### config.mk
export PLATFORM = sky130hd
export DESIGN_NAME = gtlc_back
export DESIGN_NICKNAME = d
export VERILOG_FILES = /design/src/hw/rtl/gtlc_pkg.sv /design/src/hw/rtl/gtlc_back.sv
export SDC_FILE = /design/constraint.sdc
export NUM_CORES = 1
export LEC_CHECK = 0
export ABC_AREA = 0
export BUFFER_PORTS_ARGS = -buffer_cell sky130_fd_sc_hd__buf_2
export CORE_AREA = 5 5 288 290
export CTS_BUF_LIST = sky130_fd_sc_hd__clkbuf_2 sky130_fd_sc_hd__clkbuf_4 sky130_fd_sc_hd__clkbuf_8
export CTS_CLUSTER_SIZE = 30
export DETAILED_ROUTE_END_ITERATION = 6
export DIE_AREA = 0 0 293 295
export HOLD_SLACK_MARGIN = 0.15
export SLEW_MARGIN = 10
export SYNTH_ARGS = -nofsm -noshare
export SYNTH_HDL_FRONTEND = slang
export SYNTH_SLANG_ARGS = --single-unit
export TNS_END_PERCENT = 1
### constraint.sdc
create_clock -name clk -period 16.3 [get_ports clk]
set_clock_uncertainty 0.05 [all_clocks]
set_input_delay 2.445 -clock clk [delete_from_list [all_inputs] [get_ports clk]]
set_output_delay 2.445 -clock clk [all_outputs]
set_load 0.005 [all_outputs]
### src/hw/rtl/gtlc_pkg.sv
// Shared types, codes and constants of the generation-tagged lookup cache.
`default_nettype none
package gtlc_pkg;

	localparam int ENTRIES_DEF = 4096;
	localparam int Q_DEPTH     = 2;

	localparam logic [2:0] FN_LOOKUP = 3'd0;
	localparam logic [2:0] FN_FILL   = 3'd1;
	localparam logic [2:0] FN_INVAL  = 3'd2;
	localparam logic [2:0] FN_GC     = 3'd3;
	localparam logic [2:0] FN_CLEAR  = 3'd4;

	localparam logic [1:0] ST_HIT  = 2'd0;
	localparam logic [1:0] ST_MISS = 2'd1;
	localparam logic [1:0] ST_SKIP = 2'd2;
	localparam logic [1:0] ST_DONE = 2'd3;

	localparam logic [3:0]  TYPE_TABLE  = 4'd5;
	localparam logic [3:0]  TYPE_STRING = 4'd4;
	localparam logic [3:0]  VTYPE_MIN   = 4'd1;
	localparam logic [3:0]  VTYPE_MAX   = 4'd4;
	localparam logic [31:0] ADDR_MIN    = 32'h0001_0000;
	localparam logic [31:0] ADDR_MAX    = 32'hFFE0_0000;
	localparam logic [31:0] GEN_RESET   = 32'd1;

	typedef enum logic [2:0] {
		OP_LOOKUP,
		OP_FILL,
		OP_INVAL,
		OP_GC,
		OP_CLEAR,
		OP_NONE
	} op_t;

	typedef enum logic [1:0] {
		BK_IDLE,
		BK_READ,
		BK_SWEEP
	} bk_state_t;

	typedef struct packed {
		op_t         op;
		logic        go;
		logic [31:0] owner;
		logic [31:0] t_addr;
		logic [31:0] k_addr;
		logic [31:0] hash;
		logic [63:0] vbits;
		logic [3:0]  vtype;
		logic [31:0] vtaint;
	} q_item_t;

	typedef struct packed {
		logic [63:0] tag;
		logic [63:0] value;
		logic [3:0]  vtype;
		logic [31:0] taint;
		logic [31:0] stamp;
	} entry_t;

	localparam int ENTRY_W = $bits(entry_t);

endpackage
`default_nettype wire

### src/hw/rtl/gtlc_back.sv
// Back end: executes requests against the entry store and registers the result beat.
`default_nettype none
module gtlc_back #(
	parameter int ENTRIES = gtlc_pkg::ENTRIES_DEF,
	localparam int IDX_W = $clog2(ENTRIES)
) (
	input  wire logic                       clk,
	input  wire logic                       arst_n,
	input  wire logic                       q_valid,
	input  wire gtlc_pkg::q_item_t          q_item,
	output logic                            q_pop,
	output logic                            ram_we,
	output logic [IDX_W-1:0]                ram_waddr,
	output logic [gtlc_pkg::ENTRY_W-1:0]    ram_wdata,
	output logic                            ram_re,
	output logic [IDX_W-1:0]                ram_raddr,
	input  wire logic [gtlc_pkg::ENTRY_W-1:0] ram_rdata,
	output logic                            out_valid,
	input  wire logic                       out_stall,
	output logic [1:0]                      status,
	output logic [63:0]                     hit_bits,
	output logic [3:0]                      hit_type,
	output logic [31:0]                     hit_taint
);
	import gtlc_pkg::*;

	bk_state_t        state_q;
	bk_state_t        state_d;
	logic [IDX_W-1:0] sweep_q;
	logic [31:0]      gen_q;
	logic [31:0]      last_owner_q;
	logic             out_valid_q;
	logic [1:0]       status_q;
	logic [63:0]      hit_bits_q;
	logic [3:0]       hit_type_q;
	logic [31:0]      hit_taint_q;
	logic             cur_lookup_q;
	logic [63:0]      cur_tag_q;
	logic [IDX_W-1:0] cur_idx_q;

	logic             out_free;
	logic             take;
	logic             owner_chg;
	logic [31:0]      gen_next;
	logic [63:0]      item_tag;
	logic [IDX_W-1:0] item_idx;
	logic             sweep_last;
	entry_t           rd_entry;
	entry_t           wr_entry;
	logic             tag_match;

	logic             res_load;
	logic [1:0]       res_status;
	logic [63:0]      res_bits;
	logic [3:0]       res_type;
	logic [31:0]      res_taint;
	logic             start_sweep;
	logic             cur_load;
	logic             gen_load;
	logic             owner_load;

	assign out_free   = !out_valid_q || !out_stall;
	assign take       = (state_q == BK_IDLE) && q_valid && out_free;
	assign owner_chg  = (q_item.op == OP_LOOKUP) && (q_item.owner != last_owner_q);
	assign gen_next   = gen_q + 32'd1;
	assign item_tag   = {q_item.t_addr, q_item.k_addr};
	assign item_idx   = q_item.hash[IDX_W-1:0];
	assign sweep_last = (sweep_q == IDX_W'(ENTRIES - 1));
	assign rd_entry   = entry_t'(ram_rdata);
	assign tag_match  = (rd_entry.tag == cur_tag_q);
	assign ram_wdata  = ENTRY_W'(wr_entry);

	always_comb begin
		q_pop       = 1'b0;
		ram_we      = 1'b0;
		ram_waddr   = item_idx;
		wr_entry    = '0;
		ram_re      = 1'b0;
		ram_raddr   = item_idx;
		res_load    = 1'b0;
		res_status  = ST_SKIP;
		res_bits    = '0;
		res_type    = '0;
		res_taint   = '0;
		start_sweep = 1'b0;
		cur_load    = 1'b0;
		gen_load    = 1'b0;
		owner_load  = 1'b0;
		unique case (state_q)
			BK_IDLE: begin
				if (take) begin
					q_pop = 1'b1;
					unique case (q_item.op)
						OP_LOOKUP: begin
							if (owner_chg) begin
								owner_load  = 1'b1;
								start_sweep = 1'b1;
								res_load    = 1'b1;
								res_status  = q_item.go ? ST_MISS : ST_SKIP;
							end else if (q_item.go) begin
								ram_re   = 1'b1;
								cur_load = 1'b1;
							end else begin
								res_load = 1'b1;
							end
						end
						OP_FILL: begin
							res_load = 1'b1;
							if (q_item.go) begin
								ram_we         = 1'b1;
								wr_entry.tag   = item_tag;
								wr_entry.value = q_item.vbits;
								wr_entry.vtype = q_item.vtype;
								wr_entry.taint = q_item.vtaint;
								wr_entry.stamp = gen_q;
								res_status     = ST_DONE;
							end
						end
						OP_INVAL: begin
							if (q_item.go) begin
								ram_re   = 1'b1;
								cur_load = 1'b1;
							end else begin
								res_load = 1'b1;
							end
						end
						OP_GC: begin
							gen_load    = 1'b1;
							res_load    = 1'b1;
							res_status  = ST_DONE;
							start_sweep = (gen_next == '0);
						end
						OP_CLEAR: begin
							start_sweep = 1'b1;
							res_load    = 1'b1;
							res_status  = ST_DONE;
						end
						OP_NONE: begin
							res_load = 1'b1;
						end
					endcase
				end
			end
			BK_READ: begin
				if (out_free) begin
					res_load = 1'b1;
					if (cur_lookup_q) begin
						if (tag_match && (rd_entry.stamp == gen_q)) begin
							res_status = ST_HIT;
							res_bits   = rd_entry.value;
							res_type   = rd_entry.vtype;
							res_taint  = rd_entry.taint;
						end else begin
							res_status = ST_MISS;
						end
					end else begin
						res_status = ST_DONE;
						if (tag_match) begin
							ram_we       = 1'b1;
							ram_waddr    = cur_idx_q;
							wr_entry     = rd_entry;
							wr_entry.tag = '0;
						end
					end
				end
			end
			BK_SWEEP: begin
				ram_we    = 1'b1;
				ram_waddr = sweep_q;
			end
			default: begin
			end
		endcase
	end

	always_comb begin
		state_d = state_q;
		unique case (state_q)
			BK_IDLE: begin
				if (start_sweep) begin
					state_d = BK_SWEEP;
				end else if (ram_re) begin
					state_d = BK_READ;
				end
			end
			BK_READ: begin
				if (out_free) begin
					state_d = BK_IDLE;
				end
			end
			BK_SWEEP: begin
				if (sweep_last) begin
					state_d = BK_IDLE;
				end
			end
			default: begin
				state_d = BK_IDLE;
			end
		endcase
	end

	always_ff @(posedge clk or negedge arst_n) begin
		if (!arst_n) begin
			state_q      <= BK_SWEEP;
			sweep_q      <= '0;
			gen_q        <= GEN_RESET;
			last_owner_q <= '0;
			out_valid_q  <= 1'b0;
		end else begin
			state_q <= state_d;
			if (start_sweep) begin
				sweep_q <= '0;
			end else if (state_q == BK_SWEEP) begin
				sweep_q <= sweep_q + 1'b1;
			end
			if (gen_load) begin
				gen_q <= gen_next;
			end
			if (owner_load) begin
				last_owner_q <= q_item.owner;
			end
			if (res_load) begin
				out_valid_q <= 1'b1;
			end else if (!out_stall) begin
				out_valid_q <= 1'b0;
			end
		end
	end

	always_ff @(posedge clk) begin
		if (res_load) begin
			status_q    <= res_status;
			hit_bits_q  <= res_bits;
			hit_type_q  <= res_type;
			hit_taint_q <= res_taint;
		end
		if (cur_load) begin
			cur_lookup_q <= (q_item.op == OP_LOOKUP);
			cur_tag_q    <= item_tag;
			cur_idx_q    <= item_idx;
		end
	end

	assign out_valid = out_valid_q;
	assign status    = status_q;
	assign hit_bits  = hit_bits_q;
	assign hit_type  = hit_type_q;
	assign hit_taint = hit_taint_q;
endmodule
`default_nettype wire

## After elaboration in Yosys (flattened, before gate mapping)

Cells that the tools add are included.

- Bits in registers: 258
- Word-level logic and storage cells: 102
- Input bits: 432

- Add/sub/neg operators: 2
- Mux-type cells: 58
- Reductions and logical operators: 15
- Equal/unequal tests: 15

Operators by type and width:

| kind | number |
|---|---|
| $mux W196 | 3 |
| $mux W132 | 3 |
| $pmux W196 S2 | 1 |
| $eq A64 B64 Y1 | 1 |
| $mux W12 | 5 |
| $add A32 B1 Y32 const B | 1 |
| $eq A32 B32 Y1 | 1 |
| $logic_not A32 Y1 | 1 |
| $ne A32 B32 Y1 | 1 |
| $mux W1 | 28 |
| $pmux W12 S2 | 1 |
| $mux W2 | 9 |
| $add A12 B1 Y12 const B | 1 |
| $eq A12 B12 Y1 const B | 1 |
| $pmux W2 S3 | 2 |
| $pmux W1 S3 | 3 |
| $eq A3 B2 Y1 const B | 2 |
| $eq A3 B3 Y1 const B | 2 |
| $logic_and A1 B1 Y1 | 4 |
| $ne A2 B2 Y1 const B | 2 |
| $pmux W1 S2 | 2 |
| $pmux W2 S2 | 1 |
| $reduce_and A4 Y1 | 1 |
| $reduce_or A4 Y1 | 1 |
| other kinds (12) | 13 |

## Longest topological paths before layout

Gate-level depths: netlist of the first run.

- Word-level depth: 9
- Gate-level depth with buffers: 11
- Gate-level depth less buffers: 9

## Worst setup path after synthesis of the first run

OpenSTA, ideal clock, no wires.

- Kind: input -> output
- Start: input q_item[221] in the netlist's numbering
- End: output ram_re
- Path buffers: 0
- Path slack: 5.093 ns
- Stages: 6
- Data arrival time: 8.712 ns
- Cell sequence: xnor2_1 nand4_1 nor4_1 a21boi_1 or2_2 nor3_1

- Longest elaborated chain between the ends: 6

RTL lines:

| item | line | text |
|---|---|---|
| start: declaration | gtlc_back.sv:10 | `input wire gtlc_pkg::q_item_t q_item,` |
| $ne A32 B32 Y1 | gtlc_back.sv:64 | `assign owner_chg = (q_item.op == OP_LOOKUP) && (q_item.owner != last_owner_q);` |
| $logic_and A1 B1 Y1 | gtlc_back.sv:64 |  |
| $mux W1 | gtlc_back.sv:95 | `if (owner_chg) begin` |
| $pmux W1 S2 | gtlc_back.sv:93 | `unique case (q_item.op)` |
| $mux W1 | gtlc_back.sv:91 | `if (take) begin` |
| $mux W1 | gtlc_back.sv:89 | `unique case (state_q)` |
| end: declaration | gtlc_back.sv:15 | `output logic ram_re,` |

No other way between the ends.

## Worst setup path in the final report of the first run

- Start: input ram_rdata[171] in the netlist's numbering
- End: output ram_wdata[82] in the netlist's numbering

- Longest elaborated chain between the ends: 5

RTL lines:

| item | line | text |
|---|---|---|
| start: declaration | gtlc_back.sv:17 | `input wire logic [gtlc_pkg::ENTRY_W-1:0] ram_rdata,` |
| $eq A64 B64 Y1 | gtlc_back.sv:70 | `assign tag_match = (rd_entry.tag == cur_tag_q);` |
| $mux W132 | gtlc_back.sv:158 | `if (tag_match) begin` |
| $mux W132 | gtlc_back.sv:147 | `if (cur_lookup_q) begin` |
| $mux W132 | gtlc_back.sv:145 | `if (out_free) begin` |
| $pmux W196 S2 | gtlc_back.sv:89 |  |
| end: declaration | gtlc_back.sv:14 | `output logic [gtlc_pkg::ENTRY_W-1:0] ram_wdata,` |

No other way between the ends.

==> results of run 1 <==
## worst max-delay path: cells and delay by family
family / cells / cell delay, ns
compound gates: 1 / 0.46
xor+xnor: 1 / 0.18
buf+inv: 5 / 1.90
simple gates: 4 / 1.22
## flip-flops by register name (all words and copies together) (netlist names)
register,flops
out_valid,1
hit_bits,64
last_owner_q,32
hit_taint,32
status,2
sweep_q,12
cur_idx_q,12
gen_q,32
hit_type,4
cur_tag_q,64
cur_lookup_q,1
state_q,2
## layer usage
metal	GRT usage (%)	vias to the layer above
met5	0.976	-
met4	4.10	8
met3	8.64	81
met2	23.5	650
met1	19.3	6250
li1	-	5852
## how the worst max path moves through the flow
stage / end / depth (start not counted) / slack (ns) / from
after floorplan: ram_re / 6 / 5.09 / q_item[221]
after global placement: ram_wdata[37] / 11 / 7.41 / ram_rdata[171]
after detailed placement: ram_wdata[37] / 11 / 7.43 / ram_rdata[166]
after CTS: ram_wdata[37] / 11 / 7.41 / ram_rdata[166]
after global routing: ram_wdata[36] / 11 / 7.20 / ram_rdata[166]
final: ram_wdata[82] / 11 / 7.42 / ram_rdata[171]
## power breakdown
part	internal, W	switching (W)	leakage, nW	total, W
Combinational	0.000224	0.000298	5.56	0.000521
Clock	0.000350	0.000292	0.507	0.000642
Sequential	0.000890	0.0000728	2.74	0.000962
## cell type report
| class | count | area share (%) |
|---|---|---|
| flip-flops and latches | 258 | 37.5 |
| multi-input cells | 839 | 31.2 |
| repair buffers | 751 | 19.3 |
| well taps | 1060 | 6.76 |
| clock buffers | 70 | 4.33 |
| clock inverters | 16 | 0.523 |
| inverters | 13 | 0.249 |
| diodes | 8 | 0.102 |
## through the flow
stage          std cells  area [µm²]  setup slack (ns)  hold WS (ns)
2_1_floorplan       1214       14000              5.09         0.451
3_3_place_gp        2921       18700              7.41         0.458
3_5_place_dp        2921       18700              7.43         0.465
4_1_cts             3007       19600              7.41         0.477
5_1_grt             3009       19600              7.20         0.487
6_report            3015       19600              7.42         0.474
## logic make-up (layout without fill, tap and decap cells)
group / Yosys count / in the layout / share of synthesized area (%)
flip-flops: 258 / 258 / 52.7
AND/OR/NAND/NOR: 412 / 412 / 17.1
multiplexers: 32 / 32 / 2.58
buffers and inverters: 117 / 850 / 3.67
AO/OA/AOI/OAI: 209 / 209 / 12.1
XOR/XNOR: 180 / 180 / 11.3
adder cells (fa/ha/maj): 6 / 6 / 0.538
other: 0 / 8 / 0
## synth_stat cells, types with 17 or more instances
cell / number
sky130_fd_sc_hd__nand3_1: 21
sky130_fd_sc_hd__buf_4: 17
sky130_fd_sc_hd__nor3_1: 20
sky130_fd_sc_hd__nor4_1: 18
sky130_fd_sc_hd__nand4_1: 59
sky130_fd_sc_hd__clkbuf_1: 76
sky130_fd_sc_hd__nor2_1: 34
sky130_fd_sc_hd__xnor2_1: 144
sky130_fd_sc_hd__edfxtp_1: 179
sky130_fd_sc_hd__and2_1: 166
sky130_fd_sc_hd__nand2_1: 58
sky130_fd_sc_hd__mux2_2: 32
sky130_fd_sc_hd__a22o_1: 132
sky130_fd_sc_hd__xor2_1: 36
sky130_fd_sc_hd__o21ai_0: 22
sky130_fd_sc_hd__dfrtp_1: 77
## layout by cell type, fill, tap and decap left out, types with 4 or more instances in the layout
cell                       netlist  routed
sky130_fd_sc_hd__a221o_1        13      13
sky130_fd_sc_hd__ha_1            6       6
sky130_fd_sc_hd__nand2_1        58      57
sky130_fd_sc_hd__clkbuf_4        0      18
sky130_fd_sc_hd__clkinv_2        0       4
sky130_fd_sc_hd__edfxtp_1      179     179
sky130_fd_sc_hd__o21ai_0        22      22
sky130_fd_sc_hd__xnor2_1       144     144
sky130_fd_sc_hd__nor4_1         18      18
sky130_fd_sc_hd__and2_1        166     166
sky130_fd_sc_hd__a21oi_1        13      13
sky130_fd_sc_hd__or3_1           5       5
sky130_fd_sc_hd__xor2_1         36      36
sky130_fd_sc_hd__inv_1          13      13
sky130_fd_sc_hd__buf_4          17      15
sky130_fd_sc_hd__diode_2         0       8
sky130_fd_sc_hd__nand3_1        21      21
sky130_fd_sc_hd__clkbuf_8        0      52
sky130_fd_sc_hd__nor3_1         20      18
sky130_fd_sc_hd__nor2_1         34      34
sky130_fd_sc_hd__dfrtp_1        77      77
sky130_fd_sc_hd__mux2_2         32      32
sky130_fd_sc_hd__buf_2           8     736
sky130_fd_sc_hd__clkinv_1        0       9
sky130_fd_sc_hd__nand4_1        59      59
sky130_fd_sc_hd__a22o_1        132     132
==> results.md, run 1 <==
* Run status: completed
* Initial cell density of the core at 17.4%
* Hold Path Depth at 1
* Max Clock Freq at 113 MHz
* Highest fanout seen on the critical path at 89
* Cell with the largest stage delay on the worst path: sky130_fd_sc_hd__buf_4
* Placer's final routability congestion estimate at 0.911
* Pleak at 8.80 nW
* Number of buffers created by CTS at 49
* Growth of design area from synthesis to finish at 40.6%
* Sink count of the clock tree at 258
* Arrival time of data at the critical path endpoint at 6.38 ns
* Number of hold buffers added after cts at 0
* Top cells by area in the synthesized netlist: sky130_fd_sc_hd__edfxtp_1 (38%), sky130_fd_sc_hd__dfrtp_1 (14%), sky130_fd_sc_hd__xnor2_1 (9.0%)
* H-tree lvl count at 2
* Clock-pin slew reported for the worst setup and hold paths after clock tree synthesis at 0.05 ns
* Hold Path Origin: last_owner_q[21]
* Headroom to the max-slew limit at 27.1%
* Chip Height at 295 µm
* GRT Residual Overflow at 0
* Antenna violations before repair at 11
* Final Setup Violations at 0
* Top flip-flop cell by instance count after synthesis: sky130_fd_sc_hd__edfxtp_1
* Core region area at 0.0800 mm²
* Fin util at 24.5%
* Share of the synthesized area in the top cell type at 38.5%
* Mean post-synth cell area at 11.5 µm²
* Hold/Removal Path Class: reg2reg
* Cell at the root of the clock tree: sky130_fd_sc_hd__clkbuf_8
* Synthesis warning total at 0
* Pin count of the biggest net entering global routing at 101
* Reg-to-reg endpoint: hit_bits[40]
* Cell Chain, Critical Path: buf_2 > xnor2_1 > nand4_1 > nor4_1 > nand4_1 > buf_4 > nor3_2 > buf_4 > buf_4 > a22o_1 > buf_2
* Nets at 2,350
* 1st-pass router iterations at 5
* Mean routed wirelength per cell at 24.2 µm
* Endpoint class of the critical path: output pin
* Unrepaired setup endpoints after global routing: no
* Share of cells above drive strength 1 at 45.1%
* Most frequent cell on the critical path: sky130_fd_sc_hd__buf_4
* Number of filler instances in the final layout at 8,696
* Overall track demand over capacity in global routing at 15.6%
* Width of the die at 293 µm
* Post-DP HPWL at 59.4 mm
* Area of the die at 0.0864 mm²
* Routed via count at 12,800
* Critical Path Max Stage Delay at 0.85 ns
* Share of synthesized registers carrying an async set or reset at 30.6%
* Met3 Wirelength at 10.2 mm
* Logic depth of the worst register-to-register path at 7
* Number of input and output port buffers inserted at 737
* Violation count after the first detailed-route iteration at 1,004
* Reg2reg start: last_owner_q[24]
* Sum of routed wire length over all layers at 73.0 mm
* Number of cells upsized or downsized after cts at 0
* Number of nets still failing antenna checks after routing at 0
* Number of flops mapped to enable cells by yosys at 179
* Remaining routing DRC violations at 0
* Slew at the pin closest to its max-slew limit at 1.09 ns
* Startpoint types: input port
* Final number of hold-violating endpoints at 0
* Number of max-slew violations in the final report at 0
* Terminating pin of the worst hold path: last_owner_q[21]
* # Max-Cap Violations at 0
* Setup slack of the most critical reg-to-reg path at 12.49 ns
* Critical path data required time at 13.81 ns
* Total setup buffers inserted after CTS at 0
* WS Path Type: in2out
* Register area share after synthesis at 52.7%
* Register area at 0.00735 mm²
* PwrDens at 108 mW/mm²
* Footprint of the multi-input gates at 0.00613 mm²
* I/O pin count at 758
* Final Cycle Share at 54.5%
* Clk_lat worst skew at 0.61 ns
* Routed met2 length at 31.9 mm
* Buffer levels on the longest clock path at 3
* Design Power at 0.00213 W
* Wl on met1 at 29.1 mm
* Register bit total from synthesis at 258
* Number of distinct library cells after synthesis at 59
* Highest Signal Layer: met5
* Most area-hungry cell type in the Yosys netlist: sky130_fd_sc_hd__edfxtp_1
* Shortest clock period the worst path allows after layout at 8.88 ns
* Cell count after synthesis at 1,214
* Maximum VDD drop at 0.0675 mV
* Via density per instance at 4.26
* Nets in the synthesized netlist at 1,652
* Number of placement rows at 104
* Final setup TNS at 0 ns
* Vias in the first global route at 12,600
* Clock tree from TritonCTS: built
* Synthesized area at 0.0140 mm²
* Global-route wire length before repair at 96.1 mm
Power figures use the tool's default switching activity.
==> inputs of run 2 (changes only) <==
--- a/config.mk
+++ b/config.mk
@@ -5,13 +5,13 @@
 export SDC_FILE = /design/constraint.sdc
 export NUM_CORES = 1
 export LEC_CHECK = 0
-export ABC_AREA = 0
+export ABC_AREA = 1
 export BUFFER_PORTS_ARGS = -buffer_cell sky130_fd_sc_hd__buf_2
-export CORE_AREA = 5 5 288 290
+export CORE_AREA = 5 5 295 297
 export CTS_BUF_LIST = sky130_fd_sc_hd__clkbuf_2 sky130_fd_sc_hd__clkbuf_4 sky130_fd_sc_hd__clkbuf_8
 export CTS_CLUSTER_SIZE = 30
 export DETAILED_ROUTE_END_ITERATION = 6
-export DIE_AREA = 0 0 293 295
+export DIE_AREA = 0 0 300 302
 export HOLD_SLACK_MARGIN = 0.15
 export SLEW_MARGIN = 10
 export SYNTH_ARGS = -nofsm -noshare
==> constraint.sdc (replaced) <==
create_clock -name clk -period 8.37 [get_ports clk]
set_clock_uncertainty 0.05 [all_clocks]
set_input_delay 1.2555 -clock clk [delete_from_list [all_inputs] [get_ports clk]]
set_output_delay 1.2555 -clock clk [all_outputs]
set_load 0.005 [all_outputs]
==> run 2 against run 1 <==
Clock power is 140% higher. Routed wire length is 0.50% higher. Combinational power grew to 2.6 times the previous value. Utilization hardly changed. Non-clock buffer count is 2 lower. Sequential cell count stayed put. Critical path type unchanged. Critical endpoint is now ram_wdata[65]. Largest cell class unchanged. Largest power group unchanged.
==> results.md, run 2 <==
* Run status: completed (unchanged)
* Clock-pin slew reported for the worst setup and hold paths after clock tree synthesis at 0.05 ns (about the same)
* Global-route wire length before repair at 98.4 mm (was 96.1 mm)
* Total setup buffers inserted after CTS at 0 (unchanged)
* Hold/Removal Path Class: reg2reg (unchanged)
* Top cells by area in the synthesized netlist: sky130_fd_sc_hd__edfxtp_1 (37%), sky130_fd_sc_hd__dfrtp_1 (13%), sky130_fd_sc_hd__inv_1 (9.7%) (was sky130_fd_sc_hd__edfxtp_1 (38%), sky130_fd_sc_hd__dfrtp_1 (14%), sky130_fd_sc_hd__xnor2_1 (9.0%))
* Via density per instance at 4.12 (was 4.26)
* Nets in the synthesized netlist at 2,142 (was 1,652)
* Post-DP HPWL at 60.3 mm (was 59.4 mm)
* Routing usage on met3 at 8.56% (was 8.64%)
* Antenna violations before repair at 19 (was 11)
* Cell count after synthesis at 1,704 (was 1,214)
* WS Path Type: in2out (unchanged)
* Number of flops mapped to enable cells by yosys at 179 (unchanged)
* Core region area at 0.0843 mm² (was 0.0800 mm²)
* Cell with the largest stage delay on the worst path: sky130_fd_sc_hd__o22ai_1 (was sky130_fd_sc_hd__buf_4)
* I/O pin count at 758 (unchanged)
* Leading cell types by count after synthesis: sky130_fd_sc_hd__inv_1 (376), sky130_fd_sc_hd__nor2_1 (252), sky130_fd_sc_hd__nand2_1 (211) (was sky130_fd_sc_hd__edfxtp_1 (179), sky130_fd_sc_hd__and2_1 (166), sky130_fd_sc_hd__xnor2_1 (144))
* Number of distinct library cells after synthesis at 44 (was 59)
* Top flip-flop cell by instance count after synthesis: sky130_fd_sc_hd__edfxtp_1 (unchanged)
* Most frequent standard cell in the layout excluding fill and tap cells: sky130_fd_sc_hd__buf_2 (unchanged)
* Final Setup Violations at 0 (unchanged)
* Register area at 0.00735 mm² (unchanged)
* Initial cell density of the core at 17.3% (was 17.4%)
* Placer's final routability congestion estimate at 0.897 (was 0.911)
* PwrDens at 234 mW/mm² (was 108 mW/mm²)
* Violation count after the first detailed-route iteration at 1,016 (was 1,004)
* Number of input and output port buffers inserted at 737 (unchanged)
* Register area share after synthesis at 50.3% (was 52.7%)
* Cell Chain, Critical Path: buf_2 > xnor2_1 > nand4_1 > nor2_1 > nand4_1 > nor2_2 > nand3_4 > buf_12 > o22ai_1 > buf_2 (was buf_2 > xnor2_1 > nand4_1 > nor4_1 > nand4_1 > buf_4 > nor3_2 > buf_4 > buf_4 > a22o_1 > buf_2)
* Share of the synthesized area in the top cell type at 36.8% (was 38.5%)
* Slew at the pin closest to its max-slew limit at 1.05 ns (was 1.09 ns)
* Met1 routing resource usage after global routing at 16.9% (was 19.3%)
* # Max-Cap Violations at 0 (unchanged)
* Sink count of the clock tree at 258 (unchanged)
* Maximum VDD drop at 0.167 mV (was 0.0675 mV)
* Clock tree from TritonCTS: built (unchanged)
* Growth of design area from synthesis to finish at 41.4% (was 40.6%)
* Synthesized area at 0.0146 mm² (was 0.0140 mm²)
* Top library cells by usage in the layout, fill and taps aside: sky130_fd_sc_hd__buf_2 (736), sky130_fd_sc_hd__inv_1 (375), sky130_fd_sc_hd__nor2_1 (250), sky130_fd_sc_hd__nand2_1 (209), sky130_fd_sc_hd__edfxtp_1 (179) (was sky130_fd_sc_hd__buf_2 (736), sky130_fd_sc_hd__edfxtp_1 (179), sky130_fd_sc_hd__and2_1 (166), sky130_fd_sc_hd__xnor2_1 (144), sky130_fd_sc_hd__a22o_1 (132))
* Number of cells upsized or downsized after cts at 0 (unchanged)
* Final number of hold-violating endpoints at 0 (unchanged)
* Routed via count at 14,700 (was 12,800)
* Vias in the first global route at 14,300 (was 12,600)
* Headroom to the max-slew limit at 30.3% (was 27.1%)
* Area of the die at 0.0906 mm² (was 0.0864 mm²)
* Number of nets still failing antenna checks after routing at 0 (unchanged)
* Synthesis warning total at 0 (unchanged)
* Sum of routed wire length over all layers at 73.4 mm (was 73.0 mm)
* Number of max-slew violations in the final report at 0 (unchanged)
* Mean routed wirelength per cell at 20.5 µm (was 24.2 µm)
* Buffers plus inverters on the worst setup path at 3 (was 5)
* GRT Residual Overflow at 0 (unchanged)
* Critical path data required time at 7.06 ns (was 13.81 ns)
* Unrepaired setup endpoints after global routing: no (unchanged)
* Mean post-synth cell area at 8.58 µm² (was 11.5 µm²)
* Clk_lat worst skew at 0.63 ns (was 0.61 ns)
* Shortest clock period the worst path allows after layout at 5.54 ns
* Number of placement rows at 107 (was 104)
* Number of buffers created by CTS at 52 (was 49)
* Arrival time of data at the critical path endpoint at 4.23 ns (was 6.38 ns)
* Max Clock Freq at 181 MHz
* Most used routing layer: met2 (unchanged)
* H-tree lvl count at 2 (unchanged)
* Register bit total from synthesis at 258 (unchanged)
* Cell at the root of the clock tree: sky130_fd_sc_hd__clkbuf_8 (unchanged)
* Global routing usage on met2 at 24.0% (was 23.5%)
* Final Cycle Share at 66.2%
* Share of cells above drive strength 1 at 37.5% (was 45.1%)
* Final setup TNS at 0 ns (unchanged)
* Startpoint types: input port (unchanged)
* Endpoint class of the critical path: output pin (unchanged)
* Footprint of the multi-input gates at 0.00551 mm² (was 0.00613 mm²)
* Nets at 2,867 (was 2,350)
* Critical Path Max Stage Delay at 0.50 ns (was 0.85 ns)
* Pin count of the biggest net entering global routing at 116 (was 101)
* Finished layout cell area at 0.0207 mm² (was 0.0196 mm²)
* Highest fanout seen on the critical path at 96 (was 89)
* Pleak at 10.4 nW (was 8.80 nW)
* Number of filler instances in the final layout at 9,249 (was 8,696)
* Width of the die at 300 µm (was 293 µm)
* Number of hold buffers added after cts at 0 (unchanged)
* Worst hold slack across all endpoints at 0.475 ns (was 0.474 ns)
* Buffer levels on the longest clock path at 3 (unchanged)
* Placed Instance Area at 0.0195 mm² (was 0.0187 mm²)
* Chip Height at 302 µm (was 295 µm)
* Top Family by Delay on Critical Path: simple AND/OR/NAND/NOR gates (was buffers and inverters)
* Most common cell in the netlist: sky130_fd_sc_hd__inv_1 (was sky130_fd_sc_hd__edfxtp_1)
* Share of synthesized registers carrying an async set or reset at 30.6% (unchanged)
* Most area-hungry cell type in the Yosys netlist: sky130_fd_sc_hd__edfxtp_1 (unchanged)
* Remaining routing DRC violations at 0 (unchanged)
* 1st-pass router iterations at 5 (unchanged)
* Overall track demand over capacity in global routing at 15.0% (was 15.6%)
==> run 2: cell count changes in the layout (fill, tap and decap cells not counted), moves of 17 or more <==
cell,previous run,this run
sky130_fd_sc_hd__a22o_1,132,0
sky130_fd_sc_hd__nand2_1,57,209
sky130_fd_sc_hd__o21ai_0,22,48
sky130_fd_sc_hd__inv_1,13,375
sky130_fd_sc_hd__o22ai_1,2,144
sky130_fd_sc_hd__and2_1,166,0
sky130_fd_sc_hd__nor2_1,34,250
sky130_fd_sc_hd__nand4_1,59,27
sky130_fd_sc_hd__nor2_2,0,17
sky130_fd_sc_hd__xnor2_1,144,91
sky130_fd_sc_hd__nand3_1,21,48
==> run 2: cells by family (layout without fill, tap and decap cells) <==
logic type      count (synthesis)  count (layout)  synth area share, %
simple gates                  611             611                 18.3
buf+inv                       457            1225                 12.3
flops                         258             258                 50.3
compound gates                232             232                 9.73
xor+xnor                      112             112                 6.71
mux                            28              28                 2.16
fa+ha+maj                       6               6                0.513
other cells                     0               9                    0
==> run 2: metrics by stage <==
step | power (W) | setup slack (ns) | instances | utilization (%)
5_1_grt | 0.00514 | 2.61 | 3567 | 24.5
3_3_place_gp | 0.00332 | 2.71 | 3465 | 23.1
3_5_place_dp | 0.00334 | 2.69 | 3465 | 23.1
6_report | 0.00484 | 2.83 | 3571 | 24.5
2_1_floorplan | 0.00266 | 3.39 | 1704 | -
4_1_cts | 0.00493 | 2.68 | 3562 | 24.5
==> run 2: layout make-up <==
| type | count | area share [%] |
|---|---|---|
| clock inverters | 16 | 1.14 |
| clock buffers | 81 | 4.66 |
| flip-flops and latches | 258 | 35.6 |
| inverters | 379 | 6.88 |
| diodes | 9 | 0.109 |
| multi-input cells | 989 | 26.6 |
| well taps | 1090 | 6.59 |
| repair buffers | 749 | 18.4 |
==> run 2: where the power goes <==
| part | internal, W | switching (W) | leakage, nW |
|---|---|---|---|
| clock network | 0.000918 | 0.000617 | 0.631 |
| logic | 0.000522 | 0.000834 | 7.10 |
| registers | 0.00173 | 0.000217 | 2.67 |
| total | 0.00318 | 0.00167 | 10.4 |
==> run 2: worst paths after layout <==
path | start | to | slack (ns) | cells past startpoint
max in group asynchronous | arst_n | gen_q[22] | 6.65 | 2
min | last_owner_q[17] | last_owner_q[17] | 0.47 | 1
min in group asynchronous | arst_n | last_owner_q[5] | 0.51 | 1
max | ram_rdata[189] | ram_wdata[65] | 2.83 | 10
min reg2reg | last_owner_q[17] | last_owner_q[17] | 0.47 | 1
max reg2reg | cur_tag_q[57] | hit_bits[50] | 4.54 | 10
==> run 2: metal layers <==
metal	up-vias	part of all wire, %
li1	6951	-
met1	6792	36
met2	830	45
met3	123	15
met4	6	3.4
met5	-	0.049
==> run 2: worst register-to-register path: cells and delay by family, from the launching register on <==
kind,cells,cell delay [ns]
xor gates and xnor gates,1,0.39
and+or+nand+nor,7,2.01
buffers and inverters,2,0.80
DFF,1,0.37
==> inputs of run 3 (changes only) <==
--- a/config.mk
+++ b/config.mk
@@ -5,13 +5,13 @@
 export SDC_FILE = /design/constraint.sdc
 export NUM_CORES = 1
 export LEC_CHECK = 0
-export ABC_AREA = 1
+export ABC_AREA = 0
 export BUFFER_PORTS_ARGS = -buffer_cell sky130_fd_sc_hd__buf_2
-export CORE_AREA = 5 5 295 297
+export CORE_AREA = 5 5 288 290
 export CTS_BUF_LIST = sky130_fd_sc_hd__clkbuf_2 sky130_fd_sc_hd__clkbuf_4 sky130_fd_sc_hd__clkbuf_8
 export CTS_CLUSTER_SIZE = 30
 export DETAILED_ROUTE_END_ITERATION = 6
-export DIE_AREA = 0 0 300 302
+export DIE_AREA = 0 0 293 295
 export HOLD_SLACK_MARGIN = 0.15
 export SLEW_MARGIN = 10
 export SYNTH_ARGS = -nofsm -noshare
==> constraint.sdc (replaced) <==
create_clock -name clk -period 4.9 [get_ports clk]
set_clock_uncertainty 0.05 [all_clocks]
set_input_delay 0.735 -clock clk [delete_from_list [all_inputs] [get_ports clk]]
set_output_delay 0.735 -clock clk [all_outputs]
set_load 0.005 [all_outputs]
==> run 3 against run 2 <==
Final area shrank 3.9%. Largest cell class unchanged. Global-route usage grew 0.56 points. Non-clock buffer count grew 18. Highest routed layer unchanged. First-iteration DRC count shrank 20%.
==> results.md, run 3 (synthesis gave the netlist of run 1 again) <==
* GRT Residual Overflow at 0 (unchanged)
* Hold/Removal Path Class: in2reg (was reg2reg)
* H-tree lvl count at 2 (unchanged)
* Number of buffers created by CTS at 48 (was 52)
* Max Clock Freq at 224 MHz
* Final Setup Violations at 0 (unchanged)
* Number of nets still failing antenna checks after routing at 0 (unchanged)
* Antenna violations before repair at 15 (was 19)
* Width of the die at 293 µm (was 300 µm)
* Final Cycle Share at 91.1%
* Startpoint types: flop (was input port)
* Clock-pin slew reported for the worst setup and hold paths after clock tree synthesis at 0.06 ns (was 0.05 ns)
* Shortest clock period the worst path allows after layout at 4.47 ns
* Placer's final routability congestion estimate at 0.894 (was 0.897)
* Chip Height at 295 µm (was 302 µm)
* Overall track demand over capacity in global routing at 15.6% (was 15.0%)
* Run status: completed (unchanged)
* Share of cells above drive strength 1 at 45.4% (was 37.5%)
* I/O pin count at 758 (unchanged)
* Arrival time of data at the critical path endpoint at 3.68 ns (was 4.23 ns)
* Routed via count at 12,800 (was 14,700)
* Most frequent standard cell in the layout excluding fill and tap cells: sky130_fd_sc_hd__buf_2 (unchanged)
* 1st-pass router iterations at 5 (unchanged)
* Endpoint class of the critical path: output pin (unchanged)
* Headroom to the max-slew limit at 43.1% (was 30.3%)
* Highest fanout seen on the critical path at 41 (was 96)
* Maximum VDD drop at 0.196 mV (was 0.167 mV)
* Core region area at 0.0800 mm² (was 0.0843 mm²)
* Design Power at 0.00695 W (was 0.00484 W)
* # Max-Cap Violations at 0 (unchanged)
* PwrDens at 350 mW/mm² (was 234 mW/mm²)
* Cell with the largest stage delay on the worst path: sky130_fd_sc_hd__nor4_1 (was sky130_fd_sc_hd__o22ai_1)
* Final setup TNS at 0 ns (unchanged)
* Global-route wire length before repair at 95.5 mm (was 98.4 mm)
* Via density per instance at 4.21 (was 4.12)
* Number of placement rows at 104 (was 107)
* Final number of hold-violating endpoints at 0 (unchanged)
* Vias in the first global route at 12,500 (was 14,300)
* Clk_lat worst skew at 0.60 ns (was 0.63 ns)
* Post-DP HPWL at 60.4 mm (was 60.3 mm)
* Nets at 2,365 (was 2,867)
* Critical Path Max Stage Delay at 0.55 ns (was 0.50 ns)
* Area of the die at 0.0864 mm² (was 0.0906 mm²)
* Pleak at 8.90 nW (was 10.4 nW)
* Cell at the root of the clock tree: sky130_fd_sc_hd__clkbuf_8 (unchanged)
* Cell Chain, Critical Path: xnor2_1 > nand4_1 > nor4_1 > buf_4 > nand4_1 > nor3_2 > buf_12 > buf_12 > a22o_1 > buf_2 (was buf_2 > xnor2_1 > nand4_1 > nor2_1 > nand4_1 > nor2_2 > nand3_4 > buf_12 > o22ai_1 > buf_2)
* Total setup buffers inserted after CTS at 0 (unchanged)
* Number of input and output port buffers inserted at 737 (unchanged)
* Violation count after the first detailed-route iteration at 814 (was 1,016)
* Buffer levels on the longest clock path at 3 (unchanged)
* Clock tree from TritonCTS: built (unchanged)
* Number of max-slew violations in the final report at 0 (unchanged)
* Mean routed wirelength per cell at 24.1 µm (was 20.5 µm)
* WS Path Type: reg2out (was in2out)
* Growth of design area from synthesis to finish at 42.3% (was 41.4%)
* Remaining routing DRC violations at 0 (unchanged)
* Slew at the pin closest to its max-slew limit at 0.850 ns (was 1.05 ns)
* Top library cells by usage in the layout, fill and taps aside: sky130_fd_sc_hd__buf_2 (734), sky130_fd_sc_hd__edfxtp_1 (179), sky130_fd_sc_hd__and2_1 (166), sky130_fd_sc_hd__xnor2_1 (144), sky130_fd_sc_hd__a22o_1 (132) (was sky130_fd_sc_hd__buf_2 (736), sky130_fd_sc_hd__inv_1 (375), sky130_fd_sc_hd__nor2_1 (250), sky130_fd_sc_hd__nand2_1 (209), sky130_fd_sc_hd__edfxtp_1 (179))
* Initial cell density of the core at 17.4% (was 17.3%)
* Critical path data required time at 4.12 ns (was 7.06 ns)
* Unrepaired setup endpoints after global routing: no (unchanged)
* Pin count of the biggest net entering global routing at 92 (was 116)
* Sum of routed wire length over all layers at 73.0 mm (was 73.4 mm)
* Sink count of the clock tree at 258 (unchanged)
## run 3: layout make-up
class,count,area (µm²)
fillers,8709,60200
repair buffers,767,4080
clock buffers,68,817
flip-flops and latches,258,7350
inverters,13,48.8
diodes,11,27.5
clock inverters,17,76.3
well taps,1060,1330
multi-input cells,839,6140
## run 3: repair_timing
item	4_1_cts	5_1_grt
endpoints found under the setup margin	0	1
hold buffers	0	1
hold endpoints to repair	0	35
resized for setup	0	1
## run 3: path summary, 6_finish.rpt
path                                  start                to  slack (ns)  depth (start not counted)
hold / removal                  q_item[179]     cur_tag_q[47]        0.27                          1
min in group asynchronous            arst_n   last_owner_q[7]        0.61                          2
setup reg to reg                   gen_q[0]        sweep_q[8]        1.49                          9
setup / recovery              cur_tag_q[58]     ram_wdata[78]        0.43                         10
max in group asynchronous            arst_n        state_q[1]        3.52                          3
hold reg to reg            last_owner_q[21]  last_owner_q[21]        0.47                          1
## run 3: per-stage QoR
step	utilization [%]	setup slack (ns)	instances	area (µm²)	hold slack, ns
2_1_floorplan	-	0.530	1214	14000	0.389
3_3_place_gp	23.6	0.629	2935	18900	0.458
3_5_place_dp	23.6	0.608	2935	18900	0.465
4_1_cts	24.7	0.155	3020	19800	0.192
5_1_grt	24.8	0.0623	3026	19900	0.200
6_report	24.8	0.435	3033	19900	0.273
## run 3: power by group
| part | internal [W] | switching (W) | leakage [nW] |
|---|---|---|---|
| combinational | 0.000776 | 0.000989 | 5.69 |
| clock | 0.00107 | 0.000943 | 0.480 |
| sequential | 0.00295 | 0.000228 | 2.74 |
| total | 0.00479 | 0.00216 | 8.90 |
## run 3: metal layers
metal | global-route usage, % | vias up | routed length (µm)
li1 | - | 5882 | -
met1 | 18.2 | 6193 | 28000
met2 | 23.7 | 603 | 32100
met3 | 10.1 | 84 | 10900
met4 | 4.05 | 10 | 1740
met5 | 0.976 | - | 170
## run 3: critical path: cells and delay by family, from the launching register on
family | cells | cell delay [ns]
and+or+nand+nor | 4 | 1.28
buffers and inverters | 4 | 0.85
DFF | 1 | 0.38
AOI/OAI and AO/OA | 1 | 0.30
xor gates and xnor gates | 1 | 0.19
